## config.mk

```make
export PLATFORM = sky130hd
export DESIGN_NAME = one_wire_master
export DESIGN_NICKNAME = d
export VERILOG_FILES = /design/src/omw_pkg.sv /design/src/omw_queue.sv /design/src/omw_front.sv /design/src/omw_back.sv /design/src/one_wire_master.sv
export SDC_FILE = /design/constraint.sdc
export NUM_CORES = 1
export LEC_CHECK = 0
export BUFFER_PORTS_ARGS = -buffer_cell sky130_fd_sc_hd__buf_2
export CORE_UTILIZATION = 45
export DETAILED_ROUTE_END_ITERATION = 10
export PLACE_DENSITY = 0.68
export SYNTH_ARGS = -nofsm -noshare
export SYNTH_HDL_FRONTEND = slang
export SYNTH_SLANG_ARGS = --single-unit
```

## constraint.sdc

```tcl
create_clock -name clk -period 4.1 [get_ports clk]
set_input_delay 0.205 -clock clk [delete_from_list [all_inputs] [get_ports clk]]
set_output_delay 0.205 -clock clk [all_outputs]
set_load 0.01 [all_outputs]
```

## src/omw_pkg.sv

```systemverilog
// Shared types, codes and constants for the single-wire bus master.
package omw_pkg;

  // Default widths and depths
  localparam int TIMER_BITS_DEF  = 10;
  localparam int QUEUE_DEPTH_DEF = 2;
  localparam int CFG_WIDTH       = 10;
  localparam int BYTE_BITS       = 8;

  // Bus command bytes sent by start conversion
  localparam logic [BYTE_BITS-1:0] CMD_SKIP_ROM  = 8'hCC;
  localparam logic [BYTE_BITS-1:0] CMD_CONVERT_T = 8'h44;

  // Register reset values
  localparam logic [CFG_WIDTH-1:0] WRITE_LOW_RST   = 10'd10;
  localparam logic [CFG_WIDTH-1:0] SLOT_SAMPLE_RST = 10'd60;
  localparam logic [CFG_WIDTH-1:0] READ_LOW_RST    = 10'd2;
  localparam logic [CFG_WIDTH-1:0] RESET_PULSE_RST = 10'd480;
  localparam logic [CFG_WIDTH-1:0] RECOVER_RST     = 10'd2;

  typedef enum logic [2:0] {
    OP_TICK    = 3'd0,
    OP_RESET   = 3'd1,
    OP_WRITE   = 3'd2,
    OP_READ    = 3'd3,
    OP_CONVERT = 3'd4
  } op_t;

  typedef enum logic [2:0] {
    REG_WRITE_LOW   = 3'd0,
    REG_SLOT_SAMPLE = 3'd1,
    REG_READ_LOW    = 3'd2,
    REG_RESET_PULSE = 3'd3,
    REG_RECOVER     = 3'd4
  } cfg_reg_t;

  typedef enum logic [3:0] {
    PH_IDLE      = 4'd0,
    PH_RST_LOW   = 4'd1,
    PH_RST_WAIT  = 4'd2,
    PH_RST_POST  = 4'd3,
    PH_GAP       = 4'd4,
    PH_WR_LOW    = 4'd5,
    PH_WR_REST   = 4'd6,
    PH_WR_REC    = 4'd7,
    PH_RD_LOW    = 4'd8,
    PH_RD_SAMPLE = 4'd9,
    PH_RD_REST   = 4'd10,
    PH_RD_REC    = 4'd11
  } phase_t;

  typedef enum logic [2:0] {
    STEP_NONE    = 3'd0,
    STEP_RESET   = 3'd1,
    STEP_SKIP    = 3'd2,
    STEP_CONVERT = 3'd3,
    STEP_POLL    = 3'd4
  } step_t;

  typedef struct packed {
    logic [CFG_WIDTH-1:0] write_low_us;
    logic [CFG_WIDTH-1:0] slot_sample_us;
    logic [CFG_WIDTH-1:0] read_low_us;
    logic [CFG_WIDTH-1:0] reset_pulse_us;
    logic [CFG_WIDTH-1:0] recover_us;
  } cfg_t;

  typedef struct packed {
    op_t                  op;
    logic [BYTE_BITS-1:0] data;
    logic                 line;
  } cmd_t;

  typedef struct packed {
    logic                 drive_low;
    logic                 busy;
    logic                 done;
    logic [BYTE_BITS-1:0] read_data;
  } res_t;

endpackage

```

## src/omw_queue.sv

```systemverilog
// Small first-in first-out queue of packed beats.
module omw_queue #(
  parameter int WIDTH = 8,
  parameter int DEPTH = omw_pkg::QUEUE_DEPTH_DEF
) (
  input  logic             clk,
  input  logic             rst,
  input  logic             push,
  input  logic [WIDTH-1:0] wdata,
  output logic             full,
  input  logic             pop,
  output logic [WIDTH-1:0] rdata,
  output logic             empty
);

  localparam int PTR_BITS = (DEPTH > 1) ? $clog2(DEPTH) : 1;
  localparam int CNT_BITS = $clog2(DEPTH + 1);
  localparam logic [PTR_BITS-1:0] LAST = PTR_BITS'(DEPTH - 1);
  localparam logic [CNT_BITS-1:0] FULL_CNT = CNT_BITS'(DEPTH);

  logic [WIDTH-1:0]    slots [DEPTH];
  logic [PTR_BITS-1:0] wr_ptr;
  logic [PTR_BITS-1:0] rd_ptr;
  logic [CNT_BITS-1:0] count;
  logic                do_push;
  logic                do_pop;

  assign full    = (count == FULL_CNT);
  assign empty   = (count == '0);
  assign do_push = push && !full;
  assign do_pop  = pop && !empty;
  assign rdata   = slots[rd_ptr];

  // Store an incoming beat
  always_ff @(posedge clk) begin
    if (do_push) begin
      slots[wr_ptr] <= wdata;
    end
  end

  // Advance pointers and occupancy
  always_ff @(posedge clk) begin
    if (rst) begin
      wr_ptr <= '0;
      rd_ptr <= '0;
      count  <= '0;
    end else begin
      if (do_push) begin
        wr_ptr <= (wr_ptr == LAST) ? '0 : wr_ptr + 1'b1;
      end
      if (do_pop) begin
        rd_ptr <= (rd_ptr == LAST) ? '0 : rd_ptr + 1'b1;
      end
      if (do_push && !do_pop) begin
        count <= count + 1'b1;
      end else if (do_pop && !do_push) begin
        count <= count - 1'b1;
      end
    end
  end

endmodule

```

## src/omw_front.sv

```systemverilog
// Front end: classifies incoming beats and queues them for the sequencer.
module omw_front #(
  parameter int QUEUE_DEPTH = omw_pkg::QUEUE_DEPTH_DEF
) (
  input  logic                            clk,
  input  logic                            rst,
  input  logic                            push,
  output logic                            full,
  input  logic [2:0]                      operation,
  input  logic [omw_pkg::BYTE_BITS-1:0]   data_in,
  input  logic                            line_level,
  output logic                            cmd_valid,
  input  logic                            cmd_pop,
  output omw_pkg::cmd_t                   cmd
);

  omw_pkg::cmd_t cmd_in;
  logic          cmd_empty;

  // Fold unknown operation codes into a plain tick
  always_comb begin
    cmd_in.data = data_in;
    cmd_in.line = line_level;
    if (operation <= 3'(omw_pkg::OP_CONVERT)) begin
      cmd_in.op = omw_pkg::op_t'(operation);
    end else begin
      cmd_in.op = omw_pkg::OP_TICK;
    end
  end

  omw_queue #(
    .WIDTH ($bits(omw_pkg::cmd_t)),
    .DEPTH (QUEUE_DEPTH)
  ) u_cmd_queue (
    .clk   (clk),
    .rst   (rst),
    .push  (push),
    .wdata (cmd_in),
    .full  (full),
    .pop   (cmd_pop),
    .rdata (cmd),
    .empty (cmd_empty)
  );

  assign cmd_valid = !cmd_empty;

endmodule

```

## src/omw_back.sv

```systemverilog
// Back end: bus sequencer, one tick per beat, producing one result per tick.
module omw_back #(
  parameter int TIMER_BITS = omw_pkg::TIMER_BITS_DEF
) (
  input  logic          clk,
  input  logic          rst,
  input  omw_pkg::cfg_t cfg,
  input  logic          cmd_valid,
  output logic          cmd_pop,
  input  omw_pkg::cmd_t cmd,
  input  logic          res_full,
  output logic          res_push,
  output omw_pkg::res_t res
);

  localparam int BB = omw_pkg::BYTE_BITS;

  omw_pkg::phase_t        phase, phase_next;
  logic [TIMER_BITS-1:0]  slot_timer, slot_timer_next;
  logic [2:0]             bit_index, bit_index_next;
  logic [BB-1:0]          shift_byte, shift_byte_next;
  omw_pkg::step_t         seq_step, seq_step_next;
  logic [BB-1:0]          read_result, read_result_next;
  logic                   done;
  logic                   fire;
  logic [TIMER_BITS-1:0]  t_write_low, t_slot_sample, t_read_low, t_reset_pulse, t_recover;

  assign fire     = cmd_valid && !res_full;
  assign cmd_pop  = fire;
  assign res_push = fire;

  // Lengths masked or widened to the timer width
  assign t_write_low   = TIMER_BITS'(cfg.write_low_us);
  assign t_slot_sample = TIMER_BITS'(cfg.slot_sample_us);
  assign t_read_low    = TIMER_BITS'(cfg.read_low_us);
  assign t_reset_pulse = TIMER_BITS'(cfg.reset_pulse_us);
  assign t_recover     = TIMER_BITS'(cfg.recover_us);

  // Hold sequencer state; advance one tick per accepted beat
  always_ff @(posedge clk) begin
    if (rst) begin
      phase       <= omw_pkg::PH_IDLE;
      slot_timer  <= '0;
      bit_index   <= '0;
      shift_byte  <= '0;
      seq_step    <= omw_pkg::STEP_NONE;
      read_result <= '0;
    end else if (fire) begin
      phase       <= phase_next;
      slot_timer  <= slot_timer_next;
      bit_index   <= bit_index_next;
      shift_byte  <= shift_byte_next;
      seq_step    <= seq_step_next;
      read_result <= read_result_next;
    end
  end

  // Next state for one tick
  always_comb begin
    phase_next       = phase;
    slot_timer_next  = slot_timer;
    bit_index_next   = bit_index;
    shift_byte_next  = shift_byte;
    seq_step_next    = seq_step;
    read_result_next = read_result;
    done             = 1'b0;

    priority if (phase == omw_pkg::PH_IDLE) begin
      // Launch a command
      unique case (cmd.op)
        omw_pkg::OP_RESET: begin
          seq_step_next   = omw_pkg::STEP_NONE;
          phase_next      = omw_pkg::PH_RST_LOW;
          slot_timer_next = t_reset_pulse;
        end
        omw_pkg::OP_WRITE: begin
          seq_step_next   = omw_pkg::STEP_NONE;
          shift_byte_next = cmd.data;
          bit_index_next  = '0;
          phase_next      = omw_pkg::PH_WR_LOW;
          slot_timer_next = t_write_low;
        end
        omw_pkg::OP_READ: begin
          seq_step_next   = omw_pkg::STEP_NONE;
          shift_byte_next = '0;
          bit_index_next  = '0;
          phase_next      = omw_pkg::PH_RD_LOW;
          slot_timer_next = t_read_low;
        end
        omw_pkg::OP_CONVERT: begin
          seq_step_next   = omw_pkg::STEP_RESET;
          phase_next      = omw_pkg::PH_RST_LOW;
          slot_timer_next = t_reset_pulse;
        end
        default: begin
        end
      endcase
    end else if (phase == omw_pkg::PH_RST_WAIT) begin
      // Wait for the presence low
      if (!cmd.line) begin
        phase_next      = omw_pkg::PH_RST_POST;
        slot_timer_next = t_reset_pulse;
      end
    end else if (phase == omw_pkg::PH_RD_SAMPLE) begin
      // Shift in the sampled bit, first bit lands at the bottom
      shift_byte_next = {cmd.line, shift_byte[BB-1:1]};
      phase_next      = omw_pkg::PH_RD_REST;
      slot_timer_next = t_slot_sample;
    end else if (slot_timer > TIMER_BITS'(1)) begin
      slot_timer_next = slot_timer - 1'b1;
    end else begin
      // End of a timed phase
      unique case (phase)
        omw_pkg::PH_RST_LOW: begin
          phase_next      = omw_pkg::PH_RST_WAIT;
          slot_timer_next = '0;
        end
        omw_pkg::PH_RST_POST: begin
          if (seq_step == omw_pkg::STEP_RESET) begin
            phase_next      = omw_pkg::PH_GAP;
            slot_timer_next = t_recover;
          end else begin
            phase_next      = omw_pkg::PH_IDLE;
            slot_timer_next = '0;
            seq_step_next   = omw_pkg::STEP_NONE;
            done            = 1'b1;
          end
        end
        omw_pkg::PH_GAP: begin
          seq_step_next   = omw_pkg::STEP_SKIP;
          shift_byte_next = omw_pkg::CMD_SKIP_ROM;
          bit_index_next  = '0;
          phase_next      = omw_pkg::PH_WR_LOW;
          slot_timer_next = t_write_low;
        end
        omw_pkg::PH_WR_LOW: begin
          phase_next      = omw_pkg::PH_WR_REST;
          slot_timer_next = t_slot_sample;
        end
        omw_pkg::PH_WR_REST: begin
          phase_next      = omw_pkg::PH_WR_REC;
          slot_timer_next = t_recover;
        end
        omw_pkg::PH_WR_REC: begin
          shift_byte_next = {1'b0, shift_byte[BB-1:1]};
          if (bit_index == 3'd7) begin
            bit_index_next = '0;
            if (seq_step == omw_pkg::STEP_SKIP) begin
              seq_step_next   = omw_pkg::STEP_CONVERT;
              shift_byte_next = omw_pkg::CMD_CONVERT_T;
              phase_next      = omw_pkg::PH_WR_LOW;
              slot_timer_next = t_write_low;
            end else if (seq_step == omw_pkg::STEP_CONVERT) begin
              seq_step_next   = omw_pkg::STEP_POLL;
              shift_byte_next = '0;
              phase_next      = omw_pkg::PH_RD_LOW;
              slot_timer_next = t_read_low;
            end else begin
              phase_next      = omw_pkg::PH_IDLE;
              slot_timer_next = '0;
              seq_step_next   = omw_pkg::STEP_NONE;
              done            = 1'b1;
            end
          end else begin
            bit_index_next  = bit_index + 1'b1;
            phase_next      = omw_pkg::PH_WR_LOW;
            slot_timer_next = t_write_low;
          end
        end
        omw_pkg::PH_RD_LOW: begin
          phase_next      = omw_pkg::PH_RD_SAMPLE;
          slot_timer_next = '0;
        end
        omw_pkg::PH_RD_REST: begin
          if (seq_step == omw_pkg::STEP_POLL && shift_byte[BB-1]) begin
            phase_next      = omw_pkg::PH_IDLE;
            slot_timer_next = '0;
            seq_step_next   = omw_pkg::STEP_NONE;
            done            = 1'b1;
          end else begin
            phase_next      = omw_pkg::PH_RD_REC;
            slot_timer_next = t_recover;
          end
        end
        omw_pkg::PH_RD_REC: begin
          if (seq_step == omw_pkg::STEP_POLL) begin
            phase_next      = omw_pkg::PH_RD_LOW;
            slot_timer_next = t_read_low;
          end else if (bit_index == 3'd7) begin
            bit_index_next   = '0;
            read_result_next = shift_byte;
            phase_next       = omw_pkg::PH_IDLE;
            slot_timer_next  = '0;
            seq_step_next    = omw_pkg::STEP_NONE;
            done             = 1'b1;
          end else begin
            bit_index_next  = bit_index + 1'b1;
            phase_next      = omw_pkg::PH_RD_LOW;
            slot_timer_next = t_read_low;
          end
        end
        default: begin
          phase_next      = omw_pkg::PH_IDLE;
          slot_timer_next = '0;
          seq_step_next   = omw_pkg::STEP_NONE;
          done            = 1'b1;
        end
      endcase
    end
  end

  // Drive the result beat from the post-tick state
  always_comb begin
    unique case (phase_next)
      omw_pkg::PH_RST_LOW,
      omw_pkg::PH_WR_LOW,
      omw_pkg::PH_RD_LOW:  res.drive_low = 1'b1;
      omw_pkg::PH_WR_REST: res.drive_low = !shift_byte_next[0];
      default:             res.drive_low = 1'b0;
    endcase
    res.busy      = (phase_next != omw_pkg::PH_IDLE);
    res.done      = done;
    res.read_data = read_result_next;
  end

  // A finishing tick leaves the sequencer idle
  a_done_idle: assert property (@(posedge clk) disable iff (rst)
    fire && done |=> phase == omw_pkg::PH_IDLE)
    else $error("sequencer not idle after done");

  // Bit counter is parked at zero between commands
  a_idle_bit: assert property (@(posedge clk) disable iff (rst)
    phase == omw_pkg::PH_IDLE |-> bit_index == '0)
    else $error("bit index left nonzero in idle");

  // Polling runs only inside read slots
  a_poll_read: assert property (@(posedge clk) disable iff (rst)
    seq_step == omw_pkg::STEP_POLL |->
      (phase == omw_pkg::PH_RD_LOW || phase == omw_pkg::PH_RD_SAMPLE ||
       phase == omw_pkg::PH_RD_REST || phase == omw_pkg::PH_RD_REC))
    else $error("poll step outside read slot");

  // Presence wait is untimed
  a_wait_timer: assert property (@(posedge clk) disable iff (rst)
    phase == omw_pkg::PH_RST_WAIT |-> slot_timer == '0)
    else $error("timer running during presence wait");

endmodule

```

## src/one_wire_master.sv

```systemverilog
// Top level of the single-wire bus master: registers, front end, sequencer, result queue.
//
//   Channel   Handshake          Payload
//   input     push / full        operation, data_in, line_level
//   result    empty / pop        drive_low, busy_res, done_res, read_data
//   config    cfg_we             cfg_index, cfg_data
//
// One beat per clock in and out when neither side stalls. A beat is registered
// in the command queue, then its result in the result queue (empty low).
// The sequencer sets the rate: one bus tick per cycle while results have room.
// rst clears both queues, the sequencer and the timing registers to defaults.
// A full result queue holds the sequencer; the command queue then fills and
// raises full. Each queue holds QUEUE_DEPTH beats.
module one_wire_master #(
  parameter int TIMER_BITS  = omw_pkg::TIMER_BITS_DEF,
  parameter int QUEUE_DEPTH = omw_pkg::QUEUE_DEPTH_DEF
) (
  input  logic                              clk,
  input  logic                              rst,
  input  logic                              push,
  output logic                              full,
  input  logic [2:0]                        operation,
  input  logic [omw_pkg::BYTE_BITS-1:0]     data_in,
  input  logic                              line_level,
  output logic                              empty,
  input  logic                              pop,
  output logic                              drive_low,
  output logic                              busy_res,
  output logic                              done_res,
  output logic [omw_pkg::BYTE_BITS-1:0]     read_data,
  input  logic                              cfg_we,
  input  logic [2:0]                        cfg_index,
  input  logic [omw_pkg::CFG_WIDTH-1:0]     cfg_data
);

  omw_pkg::cfg_t cfg;
  omw_pkg::cmd_t cmd;
  omw_pkg::res_t res_in;
  omw_pkg::res_t res_out;
  logic          cmd_valid;
  logic          cmd_pop;
  logic          res_full;
  logic          res_push;

  // Timing registers
  always_ff @(posedge clk) begin
    if (rst) begin
      cfg.write_low_us   <= omw_pkg::WRITE_LOW_RST;
      cfg.slot_sample_us <= omw_pkg::SLOT_SAMPLE_RST;
      cfg.read_low_us    <= omw_pkg::READ_LOW_RST;
      cfg.reset_pulse_us <= omw_pkg::RESET_PULSE_RST;
      cfg.recover_us     <= omw_pkg::RECOVER_RST;
    end else if (cfg_we) begin
      unique case (omw_pkg::cfg_reg_t'(cfg_index))
        omw_pkg::REG_WRITE_LOW:   cfg.write_low_us   <= cfg_data;
        omw_pkg::REG_SLOT_SAMPLE: cfg.slot_sample_us <= cfg_data;
        omw_pkg::REG_READ_LOW:    cfg.read_low_us    <= cfg_data;
        omw_pkg::REG_RESET_PULSE: cfg.reset_pulse_us <= cfg_data;
        omw_pkg::REG_RECOVER:     cfg.recover_us     <= cfg_data;
        default: begin
        end
      endcase
    end
  end

  omw_front #(
    .QUEUE_DEPTH (QUEUE_DEPTH)
  ) u_front (
    .clk        (clk),
    .rst        (rst),
    .push       (push),
    .full       (full),
    .operation  (operation),
    .data_in    (data_in),
    .line_level (line_level),
    .cmd_valid  (cmd_valid),
    .cmd_pop    (cmd_pop),
    .cmd        (cmd)
  );

  omw_back #(
    .TIMER_BITS (TIMER_BITS)
  ) u_back (
    .clk       (clk),
    .rst       (rst),
    .cfg       (cfg),
    .cmd_valid (cmd_valid),
    .cmd_pop   (cmd_pop),
    .cmd       (cmd),
    .res_full  (res_full),
    .res_push  (res_push),
    .res       (res_in)
  );

  omw_queue #(
    .WIDTH ($bits(omw_pkg::res_t)),
    .DEPTH (QUEUE_DEPTH)
  ) u_res_queue (
    .clk   (clk),
    .rst   (rst),
    .push  (res_push),
    .wdata (res_in),
    .full  (res_full),
    .pop   (pop),
    .rdata (res_out),
    .empty (empty)
  );

  assign drive_low = res_out.drive_low;
  assign busy_res  = res_out.busy;
  assign done_res  = res_out.done;
  assign read_data = res_out.read_data;

endmodule

```

# After elaboration in Yosys (flattened, before gate mapping)
# Memory sizes are Yosys's and may differ from the RTL's. A register that Yosys moved wholly into a read port is not among the register bits.
# Cells that the tools add are included.
word_totals:
  reg_bits: 94
  mem_bits_rw: 46
  in_bits: 30
  output_inout_bits: 13
  elab_cells: 215
  mem_count: 2
classes:
  n_addsub: 10
  magnitude_cmp: 2
  n_eq_ne: 45
  mux: 95
  reduce_logical: 43
memory_table:
  columns: ["name", "words", "width", "read_ports", "rd_ports_with_merged_regs", "wr", "line_no", "text"]
  rows:
  - ["u_front.u_cmd_queue.slots", 2, 12, 1, 1, 1, "omw_queue.sv:21", "logic [WIDTH-1:0] slots [DEPTH];"]
  - ["u_res_queue.slots", 2, 11, 1, 1, 1, "omw_queue.sv:21", null]
ops:
  columns: ["operator", "n"]
  rows:
  - ["2-to-1 mux 10 bit", 12]
  - ["2-to-1 mux 8 bit", 13]
  - ["one-hot mux 10 bit (7 select lines)", 1]
  - ["2-to-1 mux 3 bit", 20]
  - ["2-to-1 mux 4 bit", 11]
  - ["one-hot mux 4 bit (9 select lines)", 1]
  - ["one-hot mux 8 bit (2 select lines)", 2]
  - ["one-hot mux 10 bit (3 select lines)", 1]
  - ["== test 4 x 3 -> 1 bit (second input constant)", 6]
  - ["2-to-1 mux 1 bit", 23]
  - ["== test 4 bit (second input constant)", 5]
  - ["== test 3 x 2 -> 1 bit (second input constant)", 6]
  - ["one-hot mux 3 bit (6 select lines)", 1]
  - ["== test 3 bit (second input constant)", 4]
  - ["!= test 3 x 1 -> 1 bit (second input constant)", 4]
  - ["one-hot mux 4 bit (3 select lines)", 1]
  - ["nonzero test 4 bit", 3]
  - ["AND reduction 11 bit", 1]
  - ["> comparator 10 x 1 -> 1 bit (second input constant)", 1]
  - ["logical AND 1 bit", 10]
  - ["AND reduction 2 bit", 5]
  - ["subtractor 10 x 1 -> 10 bit (second input constant)", 1]
  - ["== test 3 x 1 -> 1 bit (second input constant)", 3]
  - ["logical NOT 1 bit", 9]
  - ["30 further kinds", 51]

# Depth between registers and ports, before layout
logic_depth:
  depth_word: 12
  depth_mapped: 11
  depth_no_buf: 9

# By module
# Synthesis repeated with hierarchy kept, for this count alone.
unflattened:
  cells_unflattened: 779
  hier_area_um2: 7499.7
by_module_without_submodules:
  columns: ["module", "instances", "cells_per_inst", "area_each_um2", "seq_area_each_um2"]
  rows:
  - ["omw_back", 1, 465, 3359.5, 720.7]
  - ["one_wire_master", 1, 189, 2020.7, 1001.0]
  - ["omw_queue (u_front.u_cmd_queue)", 1, 62, 1078.5, 820.8]
  - ["omw_queue (u_res_queue)", 1, 59, 1007.2, 760.7]
  - ["omw_front", 1, 4, 33.8, 0.0]

# Worst setup path after synthesis
# Ideal clock, no wire load.
synth_timing:
  path_kind: "flip-flop to flip-flop"
  start: "reg u_back.slot_timer[0]"
  end: "mem u_res_queue.slots[0][10] in the netlist's numbering, data pin"
  setup_time_ns: 0.156
  arrival_time_ns: 2.146
  t_required_ns: 3.944
  path_slack_ns: 1.799
  stages_incl_launch_ff: 10
  n_path_buf: 1
  synth_period_minus_slack_ns: 2.301
  path_cell_list: "dfxtp_1 inv_1 ha_1 or2_1 and2_1 nand2_1 buf_2 o21ai_0 a22oi_1 mux2i_4"
synth_rtl:
  columns: ["element", "line_no", "text"]
  rows:
  - ["start: declaration", "omw_back.sv:19", "logic [TIMER_BITS-1:0] slot_timer, slot_timer_next;"]
  - ["start signal: assignment", "omw_back.sv:50", "slot_timer <= slot_timer_next;"]
  - ["end: declaration", "omw_queue.sv:21", null]

# Worst setup path in the final report
layout_timing:
  start: "reg u_back.phase[2]"
  end: "reg u_back.slot_timer[5]"
layout_between:
  elab_chain_cells: 6
  word_cells_on_any_way: 18
  cone_classes: "11 x eq/ne; 5 x mux; 2 x reduce/logical"
layout_lines:
  columns: ["element", "line_no", "text"]
  rows:
  - ["start: declaration", "omw_back.sv:18", "omw_pkg::phase_t phase, phase_next;"]
  - ["start signal: assignment", "omw_back.sv:42", "phase <= omw_pkg::PH_IDLE;"]
  - ["start signal: assignment", "omw_back.sv:49", "phase <= phase_next;"]
  - ["== test 4 bit, or another cell as far along", "omw_back.sv:113", "unique case (phase)"]
  - ["one-hot mux 10 bit (7 select lines)", "omw_back.sv:113", null]
  - ["2-to-1 mux 10 bit", "omw_back.sv:109", "end else if (slot_timer > TIMER_BITS'(1)) begin"]
  - ["2-to-1 mux 10 bit", "omw_back.sv:104", "end else if (phase == omw_pkg::PH_RD_SAMPLE) begin"]
  - ["2-to-1 mux 10 bit", "omw_back.sv:98", "end else if (phase == omw_pkg::PH_RST_WAIT) begin"]
  - ["2-to-1 mux 10 bit", "omw_back.sv:68", "priority if (phase == omw_pkg::PH_IDLE) begin"]
# Parallel ways exist; a longest one is shown, timed or not.
# A chain may end at the register's enable or synchronous reset.

==> summary.txt <==
Synth
  • Post-Synth Simple-Gate Area: 21.3%
  • Mapped cell area: 7260 um^2
  • Adder-Cell Fraction of Synth Area: under 10%
  • Post-synth EDFFs: 46
  • Synth warn: 0
  • Post-synthesis mux area share: around 7.5%
  • Synth Area in Compound Gates: between 10% and 20%
  • Synth Area per Inst: just over 9 um^2
  • Sequential fraction of the synthesis area: approximately 45%
  • Flops & latches, synth: approximately 140
  • Synth Area in XOR/XNOR: around 1.4%
  • Synth Instances: approximately 790
  • Fraction of registers with async set/reset: 0%
  • Top_reg_cell synth: dfxtp_1
  • Combinational family with the most area after synthesis: simple AND/OR/NAND/NOR gates
  • Distinct cells, synth: between 80 and 90
  • Post-synthesis net count: around 830

Timing
  • Setup Skew: around 0.014 ns
  • Final hold violations: 0
  • Tmin final: about 2.9 ns
  • RSZ-0062 raised after global routing: no
  • Final Cycle Share: between 60% and 70%
  • Worst slew pin tran: about 1 ns
  • Relative slew slack: around a third
  • Finish-stage setup viols: 0
  • Max Fclk: 348 MHz
  • Fin Setup TNS: 0 ns
  • Slew Limit Fails: 0

Placed design
  • GPL Wtd Cong: about 0.97
  • Area post-placement: 7620 um^2
  • DPL Wire Length: between 10 and 15 mm
  • Port-buffer cells: 42

Global routing
  • Grt ovf: 0
  • Largest net degree at the start of global routing: 60
  • Number of antenna violations at the first check in global routing: 1
  • First-pass GRT wire length: roughly 30 mm
  • Total track usage: a little under a quarter
  • Vias in the first global route: 5,702

Die
  • Die footprint: 16,700 um^2
  • Die Y: 129 um
  • Row count: 46
  • Io pins: between 40 and 50
  • Core footprint: approximately 16,000 um^2
  • Die X: approximately 130 um
  • Initial Util: a little under half

Run status
  • Status: finished clean

Worst setup path
  • Crit path DAT: 3.22 ns
  • Worst-path fanout max: 16
  • Crit path launch type: register
  • WS Path Type: reg -> reg
  • CP required: 4.45 ns
  • Worst Setup End Kind: register

Detailed routing
  • Routed met2 length: about 8.3 mm
  • Top routing layer used: met4
  • Met3 WL: roughly 1.4 mm
  • Vias/cell: 5.80
  • Final WL: 18.7 mm
  • DR iter-0 viols: approximately 570
  • Metal-1 WL: 8.72 mm
  • WL per Instance: 17.8 um
  • # DRC: 0
  • Remaining antenna violation count after routing: 0
  • Vias after detailed routing: about 6,100
  • DRT Pass-1 Iters: 6

Final layout
  • Final instance area: 8340 um^2
  • Share of cells above drive strength 1: 16.9%
  • Multi-input gate area: around 3700 um^2
  • N_diodes: 0
  • Seq. cell area: 3300 um^2
  • Most common cell after layout, fill and taps aside: nand2_1
  • Fillcell total: between 1,000 and 1,500
  • Synth-to-Final Area Change: 14.8%
  • Final net count: about 860
  • Commonest non-fill, non-tap cells in the layout: nand2_1 (124), dfxtp_1 (96), nor2_1 (82)
  • Final Util: a little over half

Power and ir drop
  • Power density cells: 721 nW/um^2
  • Design Power: ~6000 uW
  • Worst vdd ir: between 0.4 and 0.5 mV
  • Leak: roughly 0.0030 uW

Clock network
  • CTS sink count: approximately 140
  • CTS buffer count: 17
  • Post-CTS Resized: 0
  • Worst skew pair latency: about 0.43 ns
  • Clk buf depth: 2
  • Clock transition at the registers of the reported paths: approximately 0.060 ns
  • TritonCTS clock tree: built
  • Root Buffer: clkbuf_16
  • H-tree Lvls: 4

Flow run
  • Number of max-cap violations: 0

Hold path
  • Min-delay worst type: in -> reg
[final timing paths]
check                       start              endpoint  slack (ns)  cells after the start
setup / recovery  u_back.phase[2]  u_back.slot_timer[5]        1.23                      9
hold / removal        cfg_data[6]               cfg[46]        0.06                      3
setup reg to reg  u_back.phase[2]  u_back.slot_timer[5]        1.23                      9
hold reg to reg           cfg[49]               cfg[49]        0.48                      2
[metrics by stage]
stage	instances	hold slack [ns]	setup slack [ns]
2_1_floorplan	791	0.304	1.80
3_3_place_gp	1014	0.395	1.36
3_5_place_dp	1014	0.396	1.37
4_1_cts	1055	0.0436	1.34
5_1_grt	1055	0.0542	1.01
6_report	1055	0.0565	1.23
[flip-flops by register name (all words and copies together), names as in the netlist, 2 cells and up, named ones only]
name and cells:
u_res_queue.count 2, u_front.u_cmd_queue.count 2, u_back.bit_index 3, u_back.read_result 8, u_back.slot_timer 10, u_back.seq_step 3
u_back.phase 4, u_back.shift_byte 8, u_res_queue.slots 22, u_front.u_cmd_queue.slots 24, cfg 50
[routing by layer]
| layer | GRT usage, % | vias up |
|---|---|---|
| met5 | 0 | - |
| met4 | 7.68 | 0 |
| met3 | 4.38 | 28 |
| met2 | 36.2 | 260 |
| met1 | 33.7 | 2863 |
| li1 | - | 2967 |
[report_power, final]
group | total, uW | internal, uW | switching [uW]
Clock | 1620 | 977 | 643
Combinational | 2380 | 922 | 1450
Sequential | 2010 | 1750 | 261
Total | 6010 | 3650 | 2360
[critical path, cell delays in order (launching register included)]
cell and delay (ns):
dfxtp_1 0.51, buf_4 0.30, nor3_2 0.53, nand2_1 0.11, buf_4 0.21, nor3_1 0.37, nor2_1 0.22, nor2_1 0.34
a32oi_1 0.09, o21ai_0 0.11
[cells by family (layout without fill, tap and decap cells)]
logic type	count (synthesis)	count (layout)
AOI/OAI and AO/OA	212	212
xor gates and xnor gates	12	12
adders and majority gates	7	7
buffers and inverters	54	102
DFF	142	142
muxes	49	49
and+or+nand+nor	315	315
[synthesized netlist by cell type, types with 6 or more instances]
cell type | count | area, um^2
nor2_1 | 82 | 308
or3_1 | 7 | 43.8
nor2b_1 | 9 | 56.3
nand3_1 | 9 | 45.0
mux2i_1 | 19 | 190
inv_1 | 10 | 37.5
dfxtp_1 | 96 | 1920
a222oi_1 | 6 | 60.1
a211oi_1 | 17 | 128
nor3_1 | 13 | 65.1
mux2_2 | 28 | 315
buf_2 | 13 | 65.1
xor2_1 | 9 | 78.8
nand2b_1 | 6 | 37.5
ha_1 | 7 | 87.6
a21oi_1 | 78 | 390
clkbuf_1 | 22 | 82.6
o21ai_0 | 28 | 140
nand3b_1 | 15 | 113
nor3b_1 | 6 | 45.0
a22oi_1 | 9 | 67.6
o22ai_1 | 8 | 50.1
and2_1 | 9 | 56.3
nand2_1 | 124 | 465
edfxtp_1 | 46 | 1380
a221o_1 | 8 | 80.1
[timing repair]
action,in CTS,in global routing
hold buffers,9,0
buffers inserted,0,0
endpoints found under the hold margin,18,0
[cell type report]
| class | count | share of cell area, % |
|---|---|---|
| Multi-Input combinational cell | 595 | 44.7 |
| Sequential cell | 142 | 39.6 |
| Clock buffer | 17 | 5.10 |
| Timing Repair Buffer | 59 | 4.47 |
| Tap cell | 216 | 3.24 |
| Clock inverter | 15 | 2.37 |
| Inverter | 11 | 0.495 |
(Power assumes the default switching activity.)
